[src/rtl/core/cesd_pkg.sv]
// ----------------------------------------------------------------------------
// cesd_pkg
// Types, character codes and helpers for the C string escape decoder.
// ----------------------------------------------------------------------------
`default_nettype none

package cesd_pkg;

  typedef enum logic [3:0] {
    M_TEXT = 4'b0001,
    M_ESC  = 4'b0010,
    M_OCT  = 4'b0100,
    M_HEX  = 4'b1000
  } mode_t;

  typedef struct packed {
    logic [7:0] out_byte;
    logic       byte_valid;
    logic       run_last;
    logic       string_end;
  } result_t;

  localparam logic [7:0] CH_BSLASH = 8'h5C;
  localparam logic [7:0] CH_X      = 8'h78;
  localparam logic [7:0] CH_N      = 8'h6E;
  localparam logic [7:0] CH_A      = 8'h61;
  localparam logic [7:0] CH_R      = 8'h72;
  localparam logic [7:0] CH_T      = 8'h74;
  localparam logic [7:0] CH_B      = 8'h62;
  localparam logic [7:0] CH_V      = 8'h76;
  localparam logic [7:0] CH_F      = 8'h66;

  localparam logic [7:0] CTL_LF  = 8'd10;
  localparam logic [7:0] CTL_BEL = 8'd7;
  localparam logic [7:0] CTL_CR  = 8'd13;
  localparam logic [7:0] CTL_TAB = 8'd9;
  localparam logic [7:0] CTL_BS  = 8'd8;
  localparam logic [7:0] CTL_VT  = 8'd11;
  localparam logic [7:0] CTL_FF  = 8'd12;

  localparam logic [1:0] OCT_MAX_DIGITS = 2'd3;

  function automatic logic is_oct(input logic [7:0] b);
    return (b >= 8'h30) && (b <= 8'h37);
  endfunction

  // {valid, nibble}
  function automatic logic [4:0] hex_digit(input logic [7:0] b);
    logic [7:0] d;
    d = 8'd0;
    if ((b >= 8'h30) && (b <= 8'h39)) begin
      d = b - 8'h30;
      return {1'b1, d[3:0]};
    end else if ((b >= 8'h61) && (b <= 8'h66)) begin
      d = b - 8'h57;
      return {1'b1, d[3:0]};
    end else if ((b >= 8'h41) && (b <= 8'h46)) begin
      d = b - 8'h37;
      return {1'b1, d[3:0]};
    end
    return 5'd0;
  endfunction

endpackage

`default_nettype wire

[src/rtl/core/cesd_in_if.sv]
// ----------------------------------------------------------------------------
// cesd_in_if
// Raw character channel: one source byte per beat.
// ----------------------------------------------------------------------------
`default_nettype none

interface cesd_in_if;
  logic       valid;
  logic       ready;
  logic [7:0] in_byte;
  logic       in_last;

  modport source (output valid, output in_byte, output in_last, input ready);
  modport sink   (input valid, input in_byte, input in_last, output ready);
endinterface

`default_nettype wire

[src/rtl/core/cesd_out_if.sv]
// ----------------------------------------------------------------------------
// cesd_out_if
// Decoded character channel: one decoded byte or end marker per beat.
// ----------------------------------------------------------------------------
`default_nettype none

interface cesd_out_if;
  logic       valid;
  logic       ready;
  logic [7:0] out_byte;
  logic       byte_valid;
  logic       run_last;
  logic       string_end;

  modport source (output valid, output out_byte, output byte_valid,
                  output run_last, output string_end, input ready);
  modport sink   (input valid, input out_byte, input byte_valid,
                  input run_last, input string_end, output ready);
endinterface

`default_nettype wire

[src/rtl/core/c_escape_string_decoder.sv]
// ----------------------------------------------------------------------------
// c_escape_string_decoder
// Decodes C string literal escapes from a byte stream.
//
//   channel  dir  handshake     payload
//   in_ch    in   valid/ready   in_byte[7:0], in_last
//   out_ch   out  valid/ready   out_byte[7:0], byte_valid, run_last, string_end
//
// One input beat per cycle while the output keeps up; a beat that yields two
// bytes holds the input while the second byte drains from the result buffer.
// The first output beat is registered, in the cycle after its input beat.
// A stalled output keeps the current result; input is taken again once
// the buffer holds at most one result that leaves in the same cycle.
// rst (synchronous) returns the decoder to text mode and empties the buffer.
// ----------------------------------------------------------------------------
`default_nettype none

module c_escape_string_decoder
  import cesd_pkg::*;
(
  input  wire       clk,
  input  wire       rst,
  cesd_in_if.sink   in_ch,
  cesd_out_if.source out_ch
);

  mode_t      mode, mode_next;
  logic [7:0] accum, accum_next;
  logic [1:0] dcnt, dcnt_next;

  result_t    slot0, slot1;
  logic [1:0] cnt;

  logic [7:0] res_b [2];
  logic [1:0] n;
  logic       handle_text;
  logic [4:0] hx;
  logic [1:0] dcnt_inc;
  result_t    r0, r1;
  logic [1:0] n_out;
  logic       in_acc, out_acc;

  assign in_ch.ready = (cnt == 2'd0) || ((cnt == 2'd1) && out_ch.ready);
  assign in_acc      = in_ch.valid && in_ch.ready;
  assign out_acc     = out_ch.valid && out_ch.ready;

  assign out_ch.valid      = (cnt != 2'd0);
  assign out_ch.out_byte   = slot0.out_byte;
  assign out_ch.byte_valid = slot0.byte_valid;
  assign out_ch.run_last   = slot0.run_last;
  assign out_ch.string_end = slot0.string_end;

  always_comb begin
    mode_next   = mode;
    accum_next  = accum;
    dcnt_next   = dcnt;
    n           = 2'd0;
    res_b[0]    = 8'd0;
    res_b[1]    = 8'd0;
    handle_text = 1'b0;
    hx          = hex_digit(in_ch.in_byte);
    dcnt_inc    = dcnt + 2'd1;

    unique case (mode)
      M_TEXT: begin
        handle_text = 1'b1;
      end
      M_ESC: begin
        mode_next = M_TEXT;
        case (in_ch.in_byte)
          CH_N: begin res_b[n[0]] = CTL_LF;  n = n + 2'd1; end
          CH_A: begin res_b[n[0]] = CTL_BEL; n = n + 2'd1; end
          CH_R: begin res_b[n[0]] = CTL_CR;  n = n + 2'd1; end
          CH_T: begin res_b[n[0]] = CTL_TAB; n = n + 2'd1; end
          CH_B: begin res_b[n[0]] = CTL_BS;  n = n + 2'd1; end
          CH_V: begin res_b[n[0]] = CTL_VT;  n = n + 2'd1; end
          CH_F: begin res_b[n[0]] = CTL_FF;  n = n + 2'd1; end
          CH_X: begin
            mode_next  = M_HEX;
            accum_next = 8'd0;
            dcnt_next  = 2'd0;
          end
          default: begin
            if (is_oct(in_ch.in_byte)) begin
              mode_next  = M_OCT;
              accum_next = {5'd0, in_ch.in_byte[2:0]};
              dcnt_next  = 2'd1;
            end else begin
              res_b[n[0]] = in_ch.in_byte;
              n           = n + 2'd1;
            end
          end
        endcase
      end
      M_OCT: begin
        if (is_oct(in_ch.in_byte)) begin
          accum_next = {accum[4:0], in_ch.in_byte[2:0]};
          dcnt_next  = dcnt_inc;
          if (dcnt_inc == OCT_MAX_DIGITS) begin
            res_b[n[0]] = accum_next;
            n           = n + 2'd1;
            mode_next   = M_TEXT;
            accum_next  = 8'd0;
            dcnt_next   = 2'd0;
          end
        end else begin
          res_b[n[0]] = accum;
          n           = n + 2'd1;
          mode_next   = M_TEXT;
          accum_next  = 8'd0;
          dcnt_next   = 2'd0;
          handle_text = 1'b1;
        end
      end
      M_HEX: begin
        if (hx[4]) begin
          accum_next = {accum[3:0], hx[3:0]};
          dcnt_next  = 2'd1;
        end else begin
          if (dcnt != 2'd0) begin
            res_b[n[0]] = accum;
            n           = n + 2'd1;
          end
          mode_next   = M_TEXT;
          accum_next  = 8'd0;
          dcnt_next   = 2'd0;
          handle_text = 1'b1;
        end
      end
      default: begin
        mode_next  = M_TEXT;
        accum_next = 8'd0;
        dcnt_next  = 2'd0;
      end
    endcase

    if (handle_text) begin
      if (in_ch.in_byte == CH_BSLASH) begin
        mode_next = M_ESC;
      end else begin
        res_b[n[0]] = in_ch.in_byte;
        n           = n + 2'd1;
      end
    end

    // end of string: flush pending escape value
    if (in_ch.in_last) begin
      if ((mode_next == M_OCT) || ((mode_next == M_HEX) && (dcnt_next != 2'd0))) begin
        res_b[n[0]] = accum_next;
        n           = n + 2'd1;
      end
      mode_next  = M_TEXT;
      accum_next = 8'd0;
      dcnt_next  = 2'd0;
    end

    r0.out_byte   = res_b[0];
    r0.byte_valid = 1'b1;
    r0.run_last   = (n == 2'd1);
    r0.string_end = in_ch.in_last && (n == 2'd1);
    r1.out_byte   = res_b[1];
    r1.byte_valid = 1'b1;
    r1.run_last   = 1'b1;
    r1.string_end = in_ch.in_last;
    n_out         = n;

    if (in_ch.in_last && (n == 2'd0)) begin
      r0.out_byte   = 8'd0;
      r0.byte_valid = 1'b0;
      r0.run_last   = 1'b1;
      r0.string_end = 1'b1;
      n_out         = 2'd1;
    end
  end

  always_ff @(posedge clk) begin
    if (rst) begin
      mode  <= M_TEXT;
      accum <= 8'd0;
      dcnt  <= 2'd0;
      cnt   <= 2'd0;
    end else begin
      if (in_acc) begin
        mode  <= mode_next;
        accum <= accum_next;
        dcnt  <= dcnt_next;
        slot0 <= r0;
        slot1 <= r1;
        cnt   <= n_out;
      end else if (out_acc) begin
        if (cnt == 2'd2) begin
          slot0 <= slot1;
          cnt   <= 2'd1;
        end else begin
          cnt <= 2'd0;
        end
      end
    end
  end

endmodule

`default_nettype wire

[src/flat_wrapper.sv]
// flat-port wrapper written by rule: the top's interface ports become plain ports
module c_escape_string_decoder_flat import cesd_pkg::*;
  (clk, rst, in_ch_valid, in_ch_in_byte, in_ch_in_last, in_ch_ready, out_ch_valid, out_ch_out_byte, out_ch_byte_valid, out_ch_run_last, out_ch_string_end, out_ch_ready);
  cesd_in_if in_ch_i ();
  cesd_out_if out_ch_i ();
  input  wire clk;
  input  wire rst;
  input wire logic [$bits(in_ch_i.valid)-1:0] in_ch_valid;
  input wire logic [$bits(in_ch_i.in_byte)-1:0] in_ch_in_byte;
  input wire logic [$bits(in_ch_i.in_last)-1:0] in_ch_in_last;
  output wire logic [$bits(in_ch_i.ready)-1:0] in_ch_ready;
  output wire logic [$bits(out_ch_i.valid)-1:0] out_ch_valid;
  output wire logic [$bits(out_ch_i.out_byte)-1:0] out_ch_out_byte;
  output wire logic [$bits(out_ch_i.byte_valid)-1:0] out_ch_byte_valid;
  output wire logic [$bits(out_ch_i.run_last)-1:0] out_ch_run_last;
  output wire logic [$bits(out_ch_i.string_end)-1:0] out_ch_string_end;
  input wire logic [$bits(out_ch_i.ready)-1:0] out_ch_ready;
  assign in_ch_i.valid = in_ch_valid;
  assign in_ch_i.in_byte = in_ch_in_byte;
  assign in_ch_i.in_last = in_ch_in_last;
  assign in_ch_ready = in_ch_i.ready;
  assign out_ch_valid = out_ch_i.valid;
  assign out_ch_out_byte = out_ch_i.out_byte;
  assign out_ch_byte_valid = out_ch_i.byte_valid;
  assign out_ch_run_last = out_ch_i.run_last;
  assign out_ch_string_end = out_ch_i.string_end;
  assign out_ch_i.ready = out_ch_ready;
  c_escape_string_decoder u_core (.clk(clk), .rst(rst), .in_ch(in_ch_i), .out_ch(out_ch_i));
endmodule
[config.mk]
export PLATFORM = sky130hd
export DESIGN_NAME = c_escape_string_decoder_flat
export DESIGN_NICKNAME = d
export VERILOG_FILES = /design/src/rtl/core/cesd_pkg.sv /design/src/rtl/core/cesd_in_if.sv /design/src/rtl/core/cesd_out_if.sv /design/src/rtl/core/c_escape_string_decoder.sv /design/src/flat_wrapper.sv
export SDC_FILE = /design/constraint.sdc
export NUM_CORES = 1
export LEC_CHECK = 0
export BUFFER_PORTS_ARGS = -buffer_cell sky130_fd_sc_hd__clkbuf_2
export CAP_MARGIN = 10
export CORE_MARGIN = 2
export CORE_UTILIZATION = 59
export CTS_CLUSTER_DIAMETER = 200
export DETAILED_ROUTE_END_ITERATION = 10
export PLACE_DENSITY = 0.83
export SYNTH_ARGS = -nofsm -noshare
export SYNTH_HDL_FRONTEND = slang
export SYNTH_SLANG_ARGS = --single-unit
[constraint.sdc]
create_clock -name clk -period 3.95 [get_ports clk]
set_input_delay 1.185 -clock clk [delete_from_list [all_inputs] [get_ports clk]]
set_output_delay 1.185 -clock clk [all_outputs]
set_load 0.01 [all_outputs]
* After elaboration in Yosys (flattened, before gate mapping) *
Cells that the tools add are included.

storage, ports and cells
  register bits = 36
  input port bits = 13

cells by class
  add/sub/neg operators = 6
  $lt $le $gt $ge = 11
  eq/ne operators = 19
  muxes and demuxes = 69
  bitwise logic cells = 3
  reduce and logical (&&, ||, !) cells = 24

operator list
  kind                                                                number
  two-way mux 8 bit                                                   12
  == test 8 x 7 -> 1 bit (second input constant)                      9
  two-way mux 16 bit                                                  4
  one-hot mux 8 bit (8 select lines)                                  1
  two-way mux 11 bit                                                  4
  bitwise mux 16 bit                                                  2
  one-hot mux 8 bit (4 select lines)                                  1
  two-way mux 2 bit                                                   12
  two-way mux 4 bit                                                   6
  one-hot mux 8 bit (3 select lines)                                  1
  two-way mux 5 bit                                                   4
  demux 8 bit (select 1 bit)                                          2
  greater-or-equal comparator 8 x 7 -> 1 bit (second input constant)  2
  <= comparator 8 x 6 -> 1 bit (second input constant)                2
  <= comparator 8 x 7 -> 1 bit (second input constant)                2
  one-hot mux 4 bit (4 select lines)                                  1
  one-hot mux 8 bit (2 select lines)                                  1
  logical AND 1 bit                                                   12
  two-way mux 1 bit                                                   11
  nonzero test 2 bit                                                  5
  == test 4 x 3 -> 1 bit (second input constant)                      2
  == test 4 bit (second input constant)                               2
  greater-or-equal comparator 8 x 6 -> 1 bit (second input constant)  1
  one-hot mux 2 bit (2 select lines)                                  2
  21 further kinds                                                    31

* Logic depth before layout (Yosys ltp) *
  word-level depth = 21
  depth in mapped cells = 13
  mapped depth without buffers = 13

* Worst setup path after synthesis *
No wires, ideal clock.

  kind = input to register
  from = input in_ch_in_byte[0]
  to = register u_core.slot0 (netlist bit u_core.out_ch.out_byte[1]) (data pin)
  setup time = 258 ps
  arrival = 3,374 ps
  data required time = 3,692 ps
  setup slack = 318 ps
  stages on the path = 12
  cell sequence = inv_1 ha_1 or3b_1 o311a_1 nor3_4 o22ai_1 nand2_1 ha_1 mux2i_2 nor4b_4 inv_2 o221a_2

between the ends
  cells in the longest elaborated chain, start to end = 21

ends and longest elaborated chain
  item                                                                                        RTL line                                                        RTL
  from (decl)                                                                                 flat_wrapper.sv:9                                               input wire logic [$bits(in_ch_i.in_byte)-1:0] in_ch_in_byte;
  greater-or-equal comparator 8 x 7 -> 1 bit or <= comparator 8 x 7 -> 1 bit (tied branches)  cesd_pkg.sv:57                                                  end else if ((b >= 8'h41) && (b <= 8'h46)) begin
  logical AND 1 bit                                                                           cesd_pkg.sv:57
  two-way mux 1 bit                                                                           cesd_pkg.sv:57
  two-way mux 1 bit                                                                           cesd_pkg.sv:54                                                  end else if ((b >= 8'h61) && (b <= 8'h66)) begin
  two-way mux 1 bit                                                                           cesd_pkg.sv:51                                                  if ((b >= 8'h30) && (b <= 8'h39)) begin
  two-way mux 5 bit                                                                           cesd_pkg.sv:61                                                  return 5'd0;
  two-way mux 2 bit                                                                           c_escape_string_decoder.sv:116                                  if (hx[4]) begin
  one-hot mux 2 bit (3 select lines)                                                          c_escape_string_decoder.sv:64                                   unique case (mode)
  (+5 left out)                                                                               --
  logical AND 1 bit (implied by the code) or bitwise mux 16 bit (tied branches)               c_escape_string_decoder.sv:149, c_escape_string_decoder.sv:141
  two-way mux 8 bit (implied by the code) or two-way mux 16 bit (tied branches)               c_escape_string_decoder.sv:149, c_escape_string_decoder.sv:138
  demux 8 bit (select 1 bit) or two-way mux 16 bit (tied branches)                            c_escape_string_decoder.sv:149, c_escape_string_decoder.sv:137
  bitwise mux 16 bit                                                                          c_escape_string_decoder.sv:149                                  res_b[n[0]] = accum_next;
  two-way mux 16 bit                                                                          c_escape_string_decoder.sv:148                                  if ((mode_next == M_OCT) || ((mode_next == M_HEX) && (dcnt_next != 2'd0))) begin
  two-way mux 16 bit                                                                          c_escape_string_decoder.sv:147                                  if (in_ch.in_last) begin
  two-way mux 11 bit (*)                                                                      c_escape_string_decoder.sv:167                                  if (in_ch.in_last && (n == 2'd0)) begin
  two-way mux 11 bit (*)                                                                      c_escape_string_decoder.sv:183                                  if (in_acc) begin
  to (signal assigned)                                                                        c_escape_string_decoder.sv:187                                  slot0 <= r0;
  to (signal assigned)                                                                        c_escape_string_decoder.sv:192                                  slot0 <= slot1;
  to (decl)                                                                                   c_escape_string_decoder.sv:31                                   result_t slot0, slot1;

Every way passes the cells marked *; elsewhere a longest branch is shown, timed or not. The select of a mux whose other input is x is not followed.
A chain may end at the register's enable or synchronous reset.

* Worst setup path in the final report *
Same ends and word-level chain as after synthesis.

==> results.yml <==
logic_synthesis:
  yosys.cell_types.count: 68
  synth_area_sq_mm: 0.00256
  synthTopCellsByArea: "edfxtp_1, dfxtp_1, nand2_1, nor2_1, a21oi_1"
  ys_async_sr_fraction: 0
  avgSynthCellArea_sq_um: 8.58
  syn-num-nets: 316
  synth_flop_cell: "edfxtp_1"
  ys_ff_latch: 36
  synth_top_area_cell: "edfxtp_1"
  synth-edff-count: 20
  yosysWarnings: 0
  yosysTopAreaCellShare: 0.235
  synth.yosys.seq_area_share: 0.360
  ys_top_cells_by_count: "nand2_1, nor2_1, edfxtp_1"
  postSynthCellCount: 298
  synth_most_common_cell: "nand2_1"
timing:
  setup_viol: 0
  hold_violations: 0
  skew_ps: 8.65
  tns_ps: 0
  rsz0062_at_grt: "false"
  relSlewSlack: 0.447
  post-route-period-util: 0.928
  maxSlewViolCount: 0
  period_needed_ps: 3670
  fmax_ghz: 0.273
  timing.hold.ws_ps: 531
  tightestPinTransition_ps: 827
global_route:
  grt_max_degree: 30
  grt_use_total: 0.294
  gr-total-overflow: 0
  grt_pass1_vias: 2315
  grt_pass1_wl_um: 11400
  antenna_found_initial: 0
die:
  io_pins: 26
  rows: 23
  die-width_um: 69.8
  core-area_sq_mm: 0.00409
  die_h_um: 69.8
  initial_utilization: 0.626
  die-area_sq_mm: 0.00487
final_layout:
  design_area_sq_mm: 0.00288
  final_net_count: 347
  antenna_cells: 0
  area_growth_pct: 12.8
  fillers: 336
  drive_above_1_share: 0.191
power:
  p_comb_frac: 0.135
  seq_power_share: 0.540
  p_switching_w: 0.000193
  peakVddDrop_mv: 0.156
  leakagePower_nw: 1.10
  power.density_mw_per_mm2: 263
  switching_share: 0.255
  clkPwrFrac: 0.325
  internal_power_w: 0.000566
setup_path:
  crit_path_start: "in_ch_in_byte[0]"
  cp_data_arrival_time_ps: 3710
  worstPathRequired_ps: 3990
  path_class: "in -> reg"
  rr_startpoint: "u_core.mode[1]"
  cp-start-kind: "primary input"
  crit_fanout: 8
  endpoint_kind: "flip-flop"
clock_network:
  cts_resized: 0
  cts.hold.buffers_added: 0
  root_buffer: "clkbuf_8"
  clk_latency_ps: 290
  h-tree-depth: 2
  cts_buffer_depth: 2
  cts_setup_buffers: 0
  numClockSinks: 36
  clk_pin_slew_ps: 70
  cts_buffers: 5
  cts_tree: "yes"
worst_hold_path:
  worstHoldStart: "u_core.cnt[0]"
  hp-class: "reg -> reg"
route:
  drt_wl_total_um: 7100
  num_vias: 2579
  drt-pass1-iter-count: 5
  drc: 0
  wl_per_cell_um: 18.7
  ant_nets: 0
  drt_iter0_drc: 375
  vias_per_cell: 6.79
place:
  dp_hpwl_um: 5330
  port_buffers: 25
  place_area_sq_mm: 0.00280
  place.gp.congestion: 1.01
run:
  drv_cap: 0
outcome:
  status: "complete, no violations"
-- critical path, stage by stage --
cell	delay, ps
clkbuf_2	140
inv_1	140
ha_1	240
or3b_1	400
o311a_1	160
nor3_4	210
o22ai_1	110
nand2_1	90
ha_1	240
mux2i_2	200
nor4b_4	230
buf_4	210
inv_2	50
o221a_2	110
-- state kept, by name, indices dropped and copies added (netlist names) --
name,count
u_core.out_ch.string_end,1
u_core.accum,8
u_core.dcnt,2
u_core.slot1,9
u_core.out_ch.out_byte,8
u_core.out_ch.byte_valid,1
u_core.cnt,2
u_core.out_ch.run_last,1
u_core.mode,4
-- metrics by stage --
stage	setup slack [ps]	utilization	instances	power, W
after floorplan	318	-	298	0.000481
after global placement	135	0.686	372	0.000516
after detailed placement	26.6	0.686	372	0.000519
after CTS	307	0.705	380	0.000759
after global routing	97.3	0.705	380	0.000788
final	285	0.705	380	0.000759
-- cells in the final DEF, fill, tap and decap left out, types with 3 or more instances in the layout --
| master | count |
|---|---|
| ha_1 | 5 |
| a311oi_1 | 3 |
| edfxtp_1 | 20 |
| nand2b_1 | 4 |
| nand2_1 | 38 |
| clkbuf_8 | 5 |
| nor3_1 | 6 |
| o21ai_0 | 16 |
| or4b_1 | 3 |
| or2_2 | 4 |
| clkbuf_2 | 25 |
| a221oi_1 | 8 |
| dfxtp_1 | 16 |
| nand4_1 | 4 |
| a21oi_1 | 18 |
| nor2_1 | 30 |
| a21o_1 | 7 |
| inv_1 | 3 |
| nand3_1 | 6 |
| a211oi_1 | 5 |
| o21a_1 | 5 |
| and2_1 | 4 |
| a22oi_1 | 12 |
| a22o_1 | 4 |
| buf_4 | 18 |
| nor2b_1 | 3 |
| and3_1 | 6 |
-- power groups by stage --
stage / Sequential (W) / Combinational (W) / Clock (W)
5_1_grt: 0.000410 / 0.000112 / 0.000266
3_5_place_dp: 0.000418 / 0.000101 / 0
4_1_cts: 0.000410 / 0.000102 / 0.000248
2_1_floorplan: 0.000420 / 0.0000613 / 0
6_report: 0.000410 / 0.000102 / 0.000247
3_3_place_gp: 0.000418 / 0.0000985 / 0
-- worst paths after layout --
path                                                   to  slack, ps  cells past startpoint
worst min-delay path                        u_core.cnt[0]        530                      2
worst max register to register  u_core.out_ch.out_byte[1]       1140                     10
worst max-delay path            u_core.out_ch.out_byte[1]        280                     14
worst min register to register              u_core.cnt[0]        530                      2
-- metal layers --
metal,track usage,wire [um],up-vias
met5,0,0,-
met4,0.126,283,0
met3,0.0480,625,29
met2,0.469,3300,164
met1,0.394,2900,1167
li1,-,-,1219
-- kinds of logic (layout without fill, tap and decap cells) --
family / count (synthesis) / after routing / share of synthesized area
and+or+nand+nor: 127 / 127 / 0.276
AOI/OAI and AO/OA: 105 / 105 / 0.295
DFF: 36 / 36 / 0.360
buffers and inverters: 23 / 55 / 0.0357
adders and majority gates: 5 / 5 / 0.0245
xor gates and xnor gates: 1 / 1 / 0.00343
muxes: 1 / 1 / 0.00538
-- layout make-up --
class | count | area (sq um) | area share
Multi-Input combinational cell | 239 | 1540 | 0.536
Sequential cell | 36 | 921 | 0.319
Timing Repair Buffer | 43 | 260 | 0.0903
Clock buffer | 7 | 76.3 | 0.0265
Tap cell | 50 | 62.6 | 0.0217
Inverter | 4 | 15.0 | 0.00521
Clock inverter | 1 | 3.75 | 0.00130
Note: power is estimated with default switching activity, not from simulation.
